## src/hdl/ttlc_pkg.sv

```systemverilog
// ----------------------------------------------------------------------------
// TTL cache package
// Shared types and constants for the lowest-TTL-eviction answer cache.
// ----------------------------------------------------------------------------
`default_nettype none

package ttlc_pkg;

   // Widest slot index for any supported cache depth (up to 64 entries).
   localparam int unsigned IDX_W  = 6;
   // Width of the slot number reported on the result port.
   localparam int unsigned SLOT_W = 3;

   typedef enum logic [1:0] {
      CMD_TICK   = 2'd0,
      CMD_LOOKUP = 2'd1,
      CMD_INSERT = 2'd2
   } cmd_type;

   typedef struct packed {
      logic [1:0]  cmd;
      logic [31:0] name_id;
      logic [15:0] rec_type;
      logic [15:0] rec_class;
      logic [31:0] insert_ttl;
      logic [15:0] data_handle;
      logic [15:0] query_id;
   } req_type;

   typedef struct packed {
      logic              hit;
      logic [15:0]       hit_handle;
      logic [31:0]       ttl_left;
      logic [15:0]       reply_id;
      logic              evicted;
      logic [15:0]       evicted_handle;
      logic [SLOT_W-1:0] slot;
   } rsp_type;

   // One stored record.
   typedef struct packed {
      logic [31:0] name_id;
      logic [15:0] rec_type;
      logic [15:0] rec_class;
      logic [31:0] ttl;
      logic [15:0] handle;
   } entry_type;

   // Partial search result handed from one cell to the next.
   typedef struct packed {
      logic             hit;
      logic [IDX_W-1:0] hit_idx;
      logic [15:0]      hit_handle;
      logic [31:0]      hit_ttl;
      logic             low_found;
      logic [IDX_W-1:0] low_idx;
      logic [31:0]      low_ttl;
      logic [15:0]      low_handle;
   } carry_type;

   // Per-cell control from the sequencer.
   typedef struct packed {
      logic             live;
      logic             tick;
      logic             wr_en;
      logic [IDX_W-1:0] wr_slot;
   } cell_ctl_type;

endpackage

`default_nettype wire

```

## src/hdl/ttl_cache_lowest_ttl_evict.sv

```systemverilog
// ----------------------------------------------------------------------------
// TTL answer cache with lowest-TTL eviction
// Fully associative cache of ENTRIES answer records held in a chain of cells.
// ----------------------------------------------------------------------------
// A tick goes from idle straight to the finish state; a lookup, an insert or
// an unused command passes through the scan state first, because the search
// result ripples one cell per clock through the chain before the sequencer
// acts on it. busy is high from the accepting edge until the result is
// driven, and a new command may be started in the cycle the result strobe is
// shown. The result is valid for exactly one cycle and cannot be stalled.
`default_nettype none

module ttl_cache_lowest_ttl_evict #(
   parameter int unsigned ENTRIES = 8
) (
   input  wire               clock,
   input  wire               reset,
   input  wire               start,
   output logic              busy,
   input  ttlc_pkg::req_type req_data,
   output logic              rsp_valid,
   output ttlc_pkg::rsp_type rsp_data
);

   localparam int unsigned IDX_W = ttlc_pkg::IDX_W;
   localparam int unsigned CNT_W = $clog2(ENTRIES + 1);

   typedef enum logic [2:0] {
      S_IDLE   = 3'b001,
      S_SCAN   = 3'b010,
      S_FINISH = 3'b100
   } state_type;

   state_type              state_ff, state_in;
   logic [IDX_W-1:0]       scan_ff, scan_in;
   logic [CNT_W-1:0]       count_ff, count_in;
   ttlc_pkg::req_type      req_ff, req_in;
   ttlc_pkg::rsp_type      rsp_ff, rsp_in;
   logic                   rsp_valid_ff, rsp_valid_in;

   ttlc_pkg::entry_type    req_entry;
   ttlc_pkg::carry_type    carry [ENTRIES];
   ttlc_pkg::carry_type    seed;
   ttlc_pkg::carry_type    final_carry;
   logic                   do_tick;
   logic                   do_write;
   logic [IDX_W-1:0]       wr_slot;
   logic                   accept;

   assign busy   = (state_ff != S_IDLE);
   assign accept = start && !busy;

   assign req_entry.name_id   = req_ff.name_id;
   assign req_entry.rec_type  = req_ff.rec_type;
   assign req_entry.rec_class = req_ff.rec_class;
   assign req_entry.ttl       = req_ff.insert_ttl;
   assign req_entry.handle    = req_ff.data_handle;

   assign seed        = '0;
   assign final_carry = carry[ENTRIES-1];

   genvar gi;
   generate
      for (gi = 0; gi < ENTRIES; gi++) begin : g_cell
         ttlc_pkg::cell_ctl_type ctl;
         assign ctl.live    = (CNT_W'(gi) < count_ff);
         assign ctl.tick    = do_tick;
         assign ctl.wr_en   = do_write;
         assign ctl.wr_slot = wr_slot;
         if (gi == 0) begin : g_head
            ttlc_cell #(.INDEX(gi)) u_cell (
               .clock      (clock),
               .ctl        (ctl),
               .req_entry  (req_entry),
               .prev_carry (seed),
               .carry_out  (carry[gi])
            );
         end else begin : g_body
            ttlc_cell #(.INDEX(gi)) u_cell (
               .clock      (clock),
               .ctl        (ctl),
               .req_entry  (req_entry),
               .prev_carry (carry[gi-1]),
               .carry_out  (carry[gi])
            );
         end
      end
   endgenerate

   // Final decision once the chain has settled.
   always_comb begin
      logic append;
      append   = (!final_carry.low_found || final_carry.low_ttl != 32'd0) &&
                 (count_ff < CNT_W'(ENTRIES));
      do_tick  = 1'b0;
      do_write = 1'b0;
      wr_slot  = final_carry.low_idx;
      count_in = count_ff;
      rsp_in   = '0;
      if (state_ff == S_FINISH) begin
         unique case (req_ff.cmd)
            ttlc_pkg::CMD_TICK: begin
               do_tick = 1'b1;
            end
            ttlc_pkg::CMD_LOOKUP: begin
               if (final_carry.hit) begin
                  rsp_in.hit        = 1'b1;
                  rsp_in.hit_handle = final_carry.hit_handle;
                  rsp_in.ttl_left   = final_carry.hit_ttl;
                  rsp_in.reply_id   = req_ff.query_id;
                  rsp_in.slot       = final_carry.hit_idx[ttlc_pkg::SLOT_W-1:0];
               end
            end
            ttlc_pkg::CMD_INSERT: begin
               do_write = 1'b1;
               if (append) begin
                  wr_slot  = IDX_W'(count_ff);
                  count_in = count_ff + CNT_W'(1);
               end else begin
                  rsp_in.evicted        = 1'b1;
                  rsp_in.evicted_handle = final_carry.low_handle;
               end
               rsp_in.slot = wr_slot[ttlc_pkg::SLOT_W-1:0];
            end
            default: begin
            end
         endcase
      end
   end

   always_comb begin
      state_in     = state_ff;
      scan_in      = scan_ff;
      req_in       = req_ff;
      rsp_valid_in = 1'b0;
      unique case (state_ff)
         S_IDLE: begin
            if (accept) begin
               req_in  = req_data;
               scan_in = '0;
               state_in = (req_data.cmd == ttlc_pkg::CMD_TICK) ? S_FINISH : S_SCAN;
            end
         end
         S_SCAN: begin
            scan_in = scan_ff + IDX_W'(1);
            if (scan_ff == IDX_W'(ENTRIES - 1)) begin
               state_in = S_FINISH;
            end
         end
         S_FINISH: begin
            rsp_valid_in = 1'b1;
            state_in     = S_IDLE;
         end
         default: begin
            state_in = S_IDLE;
         end
      endcase
   end

   always_ff @(posedge clock) begin
      if (reset) begin
         state_ff     <= S_IDLE;
         count_ff     <= '0;
         rsp_valid_ff <= 1'b0;
      end else begin
         state_ff     <= state_in;
         count_ff     <= count_in;
         rsp_valid_ff <= rsp_valid_in;
      end
   end

   always_ff @(posedge clock) begin
      scan_ff <= scan_in;
      req_ff  <= req_in;
      rsp_ff  <= rsp_in;
   end

   assign rsp_valid = rsp_valid_ff;
   assign rsp_data  = rsp_ff;

`ifndef ASSERT_OFF
   a_rsp_after_finish : assert property (@(posedge clock) disable iff (reset)
      rsp_valid |-> $past(state_ff) == S_FINISH)
      else $error("result strobe without a finished command");

   a_count_bound : assert property (@(posedge clock) disable iff (reset)
      count_ff <= CNT_W'(ENTRIES))
      else $error("entry count above cache depth");

   a_hit_live : assert property (@(posedge clock) disable iff (reset)
      rsp_valid && rsp_data.hit |-> rsp_data.ttl_left != 32'd0 && !rsp_data.evicted)
      else $error("hit on an expired entry or mixed with eviction");

   a_evict_full : assert property (@(posedge clock) disable iff (reset)
      rsp_valid && rsp_data.evicted && $past(count_ff) != CNT_W'(ENTRIES)
      |-> $past(final_carry.low_ttl) == 32'd0)
      else $error("eviction with free space and no expired entry");
`endif

endmodule

`default_nettype wire

```

## src/hdl/ttlc_cell.sv

```systemverilog
// ----------------------------------------------------------------------------
// TTL cache cell
// Holds one cache entry and folds it into the search result passed down the
// chain: first live key match, and first entry with the lowest TTL.
// ----------------------------------------------------------------------------
`default_nettype none

module ttlc_cell #(
   parameter int unsigned INDEX = 0
) (
   input  wire                   clock,
   input  ttlc_pkg::cell_ctl_type ctl,
   input  ttlc_pkg::entry_type   req_entry,
   input  ttlc_pkg::carry_type   prev_carry,
   output ttlc_pkg::carry_type   carry_out
);

   localparam logic [ttlc_pkg::IDX_W-1:0] MY_IDX = ttlc_pkg::IDX_W'(INDEX);

   ttlc_pkg::entry_type entry_ff, entry_in;
   ttlc_pkg::carry_type carry_ff, carry_in;
   logic                match;

   assign match = ctl.live && (entry_ff.name_id == req_entry.name_id) &&
                  (entry_ff.rec_type == req_entry.rec_type) &&
                  (entry_ff.rec_class == req_entry.rec_class) &&
                  (entry_ff.ttl != 32'd0);

   always_comb begin
      carry_in = prev_carry;
      if (!prev_carry.hit && match) begin
         carry_in.hit        = 1'b1;
         carry_in.hit_idx    = MY_IDX;
         carry_in.hit_handle = entry_ff.handle;
         carry_in.hit_ttl    = entry_ff.ttl;
      end
      // Strict compare keeps the lowest slot on a tie.
      if (ctl.live && (!prev_carry.low_found || entry_ff.ttl < prev_carry.low_ttl)) begin
         carry_in.low_found  = 1'b1;
         carry_in.low_idx    = MY_IDX;
         carry_in.low_ttl    = entry_ff.ttl;
         carry_in.low_handle = entry_ff.handle;
      end
   end

   always_comb begin
      entry_in = entry_ff;
      if (ctl.wr_en && ctl.wr_slot == MY_IDX) begin
         entry_in = req_entry;
      end else if (ctl.tick && ctl.live && entry_ff.ttl != 32'd0) begin
         entry_in.ttl = entry_ff.ttl - 32'd1;
      end
   end

   always_ff @(posedge clock) begin
      entry_ff <= entry_in;
      carry_ff <= carry_in;
   end

   assign carry_out = carry_ff;

endmodule

`default_nettype wire

```

## config.mk

```make
export PLATFORM = sky130hd
export DESIGN_NAME = ttl_cache_lowest_ttl_evict
export DESIGN_NICKNAME = d
export VERILOG_FILES = /design/src/hdl/ttlc_pkg.sv /design/src/hdl/ttl_cache_lowest_ttl_evict.sv /design/src/hdl/ttlc_cell.sv
export SDC_FILE = /design/constraint.sdc
export NUM_CORES = 2
export LEC_CHECK = 0
export BUFFER_PORTS_ARGS = -buffer_cell sky130_fd_sc_hd__buf_2
export CORE_UTILIZATION = 35
export CTS_BUF_LIST = sky130_fd_sc_hd__clkbuf_4 sky130_fd_sc_hd__clkbuf_8
export DETAILED_ROUTE_END_ITERATION = 16
export GPL_TIMING_DRIVEN = 0
export PLACE_DENSITY = 0.57
export SLEW_MARGIN = 20
export SYNTH_ARGS = -nofsm -noshare
export SYNTH_HDL_FRONTEND = slang
export SYNTH_SLANG_ARGS = --single-unit
```

## constraint.sdc

```tcl
create_clock -name clock -period 8.81 [get_ports clock]
set_input_delay 1.3215 -clock clock [delete_from_list [all_inputs] [get_ports clock]]
set_output_delay 1.3215 -clock clock [all_outputs]
set_load 0.02 [all_outputs]
```

### Word-level counts from Yosys, hierarchy flattened

Cells that the tools add are included.
Widths: inputs -> output; s select.

* output and inout bits: 87
* bits in registers: 1981

* equal/unequal tests: 40
* bitwise operators: 2
* order comparisons: 16
* mux-type cells: 50
* reductions and logical operators: 125
* add/subtract/negate cells: 10

Operators by type and width (number)
* $mux 48: 14
* $mux 32: 16
* $reduce_bool 32->1: 9
* $eq 16x16->1: 16
* $eq 32x32->1: 8
* $sub 32x1->32 const B: 8
* $lt 32x32->1: 7
* $mux 55: 2
* $logic_and 1x1->1: 72
* $mux 65: 1
* $eq 6x3->1 const B: 5
* $mux 6: 4
* $reduce_bool 2->1: 9
* $mux 17: 1
* $logic_not 1->1: 16
* $lt 3x4->1 const A: 4
* $eq 6x2->1 const B: 2
* $mux 3: 4
* $pmux 3 s2: 2
* $pmux 6 s2: 1
* $reduce_and 2->1: 5
* $logic_or 1x1->1: 8
* $lt 1x4->1 const A: 2
* $lt 2x4->1 const A: 2
* 17 further kinds: 25

### Logic depth before layout (Yosys ltp)

* depth in word-level cells: 9
* gate-level depth with buffers: 11
* depth with buffers taken out: 9

### Hierarchy

Synthesis repeated with hierarchy kept, for this count alone.

* cell total of the unflattened synthesis: 6212
* area, all modules: 82223.9 µm²

Modules (own cells, without submodules)
* ttlc_cell (g_cell[5].g_body.u_cell ...): instances 2, area each 9482.8 µm², cells an instance 721, seq. area each 5565.3 µm²
* ttlc_cell (g_cell[1].g_body.u_cell ...): instances 2, area each 9276.4 µm², cells an instance 729, seq. area each 5565.3 µm²
* ttlc_cell (g_cell[7].g_body.u_cell): instances 1, area each 9460.3 µm², cells an instance 720, seq. area each 5565.3 µm²
* ttlc_cell (g_cell[4].g_body.u_cell): instances 1, area each 9440.3 µm², cells an instance 715, seq. area each 5565.3 µm²
* ttlc_cell (g_cell[0].g_head.u_cell): instances 1, area each 9307.7 µm², cells an instance 722, seq. area each 5565.3 µm²
* ttlc_cell (g_cell[3].g_body.u_cell): instances 1, area each 9277.6 µm², cells an instance 728, seq. area each 5565.3 µm²
* ttl_cache_lowest_ttl_evict: instances 1, area each 7219.4 µm², cells an instance 427, seq. area each 5945.7 µm²

### Worst setup path after synthesis

OpenSTA, ideal clock, no wires.

* path type: input to register
* start: input port start
* end: register state_ff[1]
* stages on the path: 4
* data arrival time: 7.615 ns
* buffers on the path: 0
* slack: 1.107 ns
* cells stage by stage: inv_1 > nor2_1 > o21ai_0 > a21oi_1

* word-level cells in the longest chain between the ends: 3

Ends and longest elaborated chain
* start, declared: line ttl_cache_lowest_ttl_evict.sv:18 `input wire start,`
* $logic_and 1x1->1: line ttl_cache_lowest_ttl_evict.sv:51 `assign accept = start && !busy;`
* $ne 2x2->1 (no source line)
* $reduce_and 2->1 (no source line)
* end signal, assigned: line ttl_cache_lowest_ttl_evict.sv:166 `state_ff <= state_in;`
* end, declared: line ttl_cache_lowest_ttl_evict.sv:34 `state_type state_ff, state_in;`

Every way passes these cells.
A chain may end at the register's enable or synchronous reset.

==> results.tsv <==
metric	value	unit
Area growth, synth to finish	16.5	%
switching share of power	22.2	%
CTS Buf Count	346	
clock share of power	46.2	%
clk root buf	clkbuf_8	
Die Height	476	um
Post-synth top flop	edfxtp_1	
Post-Syn Area per Cell	12.9	um2
Hold Buf Count CTS	0	
Clock Tree Buf Depth	4	
Yosys Warn Count	0	
Worst-Skew Late Latency	1.10	ns
Post-Synthesis Cell Area	78600	um2
global-route wire length before repair	361	mm
post-layout instance area	91600	um2
initial antenna violation count	15	
CTS tree	done	
Net Sw Power	0.00423	W
fraction of the mapped netlist area in adder cells	3.80	%
die area	226000	um2
Synth Area in Simple Gates	9.65	%
Logic pwr share	2.8	%
Final Setup Violations	0	
Site Rows	173	
cell taking the most area after synthesis	edfxtp_1	
WHS Endpoint	req_entry[59]$_DFFE_PP_	
mux contribution to synthesized area	9.23	%
final net count	7080	
I/O Pins	220	
flops & latches, synth	1943	
Arrival @ worst endpoint	6.64	ns
EDFF count, synth	1032	
Initial DRC Count	4009	
GR Util All Layers	22.2	%
Crit Reg-Reg Startpoint	req_entry[56]$_DFFE_PP_	
Die X	476	um
Reg clk slew, reported paths	0.06	ns
CP required	9.71	ns
min-delay src	req_data[75]	
Placed Area	84300	um2
setup slack, reg-to-reg	3.07	ns
GR Overflow Total	0	
minimum clock period	5.74	ns
floorplan core area	223000	um2
GP Congestion	0.954	
Post-CTS Setup Bufs	0	
CP Capture Type	flop	
largest family of logic cells by synthesized area	simple AND/OR/NAND/NOR gates	
worst hold slack	0.398	ns
vias in the first global route	50698	
status	completed	
Max-slew headroom	20.0	%
H-Tree Level Count	5	
drc violations	0	
PD cells	208	nW/um2
Max Cap Viol	0	
most frequent cells after synthesis	1032 x edfxtp_1, 911 x dfxtp_1, 628 x mux2_2, 391 x xnor2_1, 327 x inv_1	
Setup crit start kind	flop	
Hold Vio Cnt, Final	0	
CP max FO	10	
syn_nets	6480	
worst r2r dst	g_cell[6].g_body.u_cell.carry_out[99]$_DFF_P_	
post-synthesis compound-gate area fraction	4.96	%
Routed WL per cell	25.6	um
cells on worst reg2reg path	9	
Pint	0.0148	W
CP Class	reg -> reg	
sequential cell fraction of total power	51.1	%
via count	50004	
total power draw	0.0191	W
Yosys cell types	80	
Worst Hold Depth	1	
hpwl dp	186	mm
Initial Utilization	35.3	%
RSZ-0062 raised after global routing	no	
xor-xnor portion of the synthesized cell area	6.72	%
total length of routed wires	255	mm
max-slew violations	0	
Setup Skew	0.128	ns
FMAX	174	MHz
HP Class	in -> reg	
fill count	20973	
largest net degree at the start of global routing	65	
cells after synthesis	6108	
peak supply drop	0.000167	V
Seq/Total Area, Yosys	62.6	%
Port Buffers	219	
most common cell in the netlist	edfxtp_1	
fin crit share	65.1	%
via/cell ratio	5.02	
Async SR Flop Fraction	0	%
Leakage	33.3	nW
Worst Tran Pin Value	1.20	ns
CTS resizes	0	
Fin Setup TNS	0	ns
TritonRoute pass-1 iters	5	
Synth area leaders	edfxtp_1 39%, dfxtp_1 23%, mux2_2 9.0%	
share of cells above drive strength 1	23.2	%
DRT antenna net count	0	
clk sinks	1943	
post-synth top area share	39.4	%
-- cells by family after synthesis --
logic type | count (synthesis)
and+or+nand+nor | 1443
DFF | 1943
buffers and inverters | 590
xor gates and xnor gates | 603
AOI/OAI and AO/OA | 647
adders and majority gates | 239
muxes | 643
-- power groups by stage --
stage,Sequential (W),Combinational [W],Clock (W)
4_1_cts,0.00974,0.000523,0.00900
2_1_floorplan,0.00982,0.000259,0
3_5_place_dp,0.00993,0.000521,0
6_report,0.00974,0.000526,0.00880
3_3_place_gp,0.00995,0.000506,0
5_1_grt,0.00973,0.000547,0.00939
-- cell usage in the layout (no fill, tap or decap), types with 239 or more instances in the layout --
cell | netlist | final
nand2_1 | 275 | 274
buf_2 | 36 | 258
xnor2_1 | 391 | 391
mux2_2 | 628 | 628
edfxtp_1 | 1032 | 1032
clkbuf_8 | 0 | 401
inv_1 | 327 | 323
dfxtp_1 | 911 | 911
nor2_1 | 287 | 286
ha_1 | 239 | 239
-- metal layers --
metal	wire length, um	track usage, %
met5	0	0
met4	13900	11.3
met3	15100	3.85
met2	121000	37.4
met1	104000	27.3
-- flip-flops by register name, indices dropped and copies added (netlist names) --
| signal | flops |
|---|---|
| count_ff | 4 |
| g_cell.g_body.u_cell.carry_out | 720 |
| g_cell.g_body.u_cell.entry_ff | 784 |
| g_cell.g_head.u_cell.carry_out | 98 |
| g_cell.g_head.u_cell.entry_ff | 112 |
| req_entry | 112 |
| req_ff | 18 |
| rsp_data | 85 |
| rsp_valid | 1 |
| scan_ff | 6 |
| state_ff | 3 |
-- worst max-delay path: stages (launching register included) --
cell	delay [ns]
edfxtp_1	0.84
clkbuf_1	0.95
nand2b_1	0.21
o2111ai_1	0.16
a2111oi_0	0.42
nand4_1	0.17
a2111oi_0	0.89
nand4_1	0.98
clkbuf_1	0.61
mux2_2	0.40
-- stage by stage --
stage	utilization, %	cells	setup WS (ns)
after floorplan	-	6108	1.11
after CTS	41.1	9941	3.28
after detailed placement	37.8	9335	3.26
after global placement	37.5	9302	-4.79
final	41.1	9954	3.07
after global routing	41.1	9951	3.24
-- layout make-up --
| cell class | count | area [um2] | area share [%] |
|---|---|---|---|
| clock inverter | 80 | 783 | 0.855 |
| inverter | 328 | 1250 | 1.36 |
| antenna | 13 | 32.5 | 0.0355 |
| multi-input combinational | 3575 | 27200 | 29.7 |
| sequential | 1943 | 49200 | 53.8 |
| clock buffer | 526 | 6460 | 7.05 |
| tap | 2975 | 3720 | 4.06 |
| timing repair buffer | 252 | 1780 | 1.94 |
| buffer | 262 | 1160 | 1.27 |
-- worst max-delay path by stage --
stage	start	end	slack [ns]	cells past startpoint
after global routing	req_entry[99]$_DFFE_PP_	g_cell[3].g_body.u_cell.carry_out[69]$_DFF_P_	3.24	8
after floorplan	start	state_ff[1]$_SDFFE_PP0P_	1.11	4
after global placement	start	state_ff[1]$_SDFFE_PP0P_	-4.79	5
final	req_entry[56]$_DFFE_PP_	g_cell[6].g_body.u_cell.carry_out[99]$_DFF_P_	3.07	9
after CTS	req_entry[56]$_DFFE_PP_	g_cell[6].g_body.u_cell.carry_out[99]$_DFF_P_	3.28	9
after detailed placement	req_entry[56]$_DFFE_PP_	g_cell[6].g_body.u_cell.carry_out[96]$_DFF_P_	3.26	9
(Power assumes the default switching activity.)
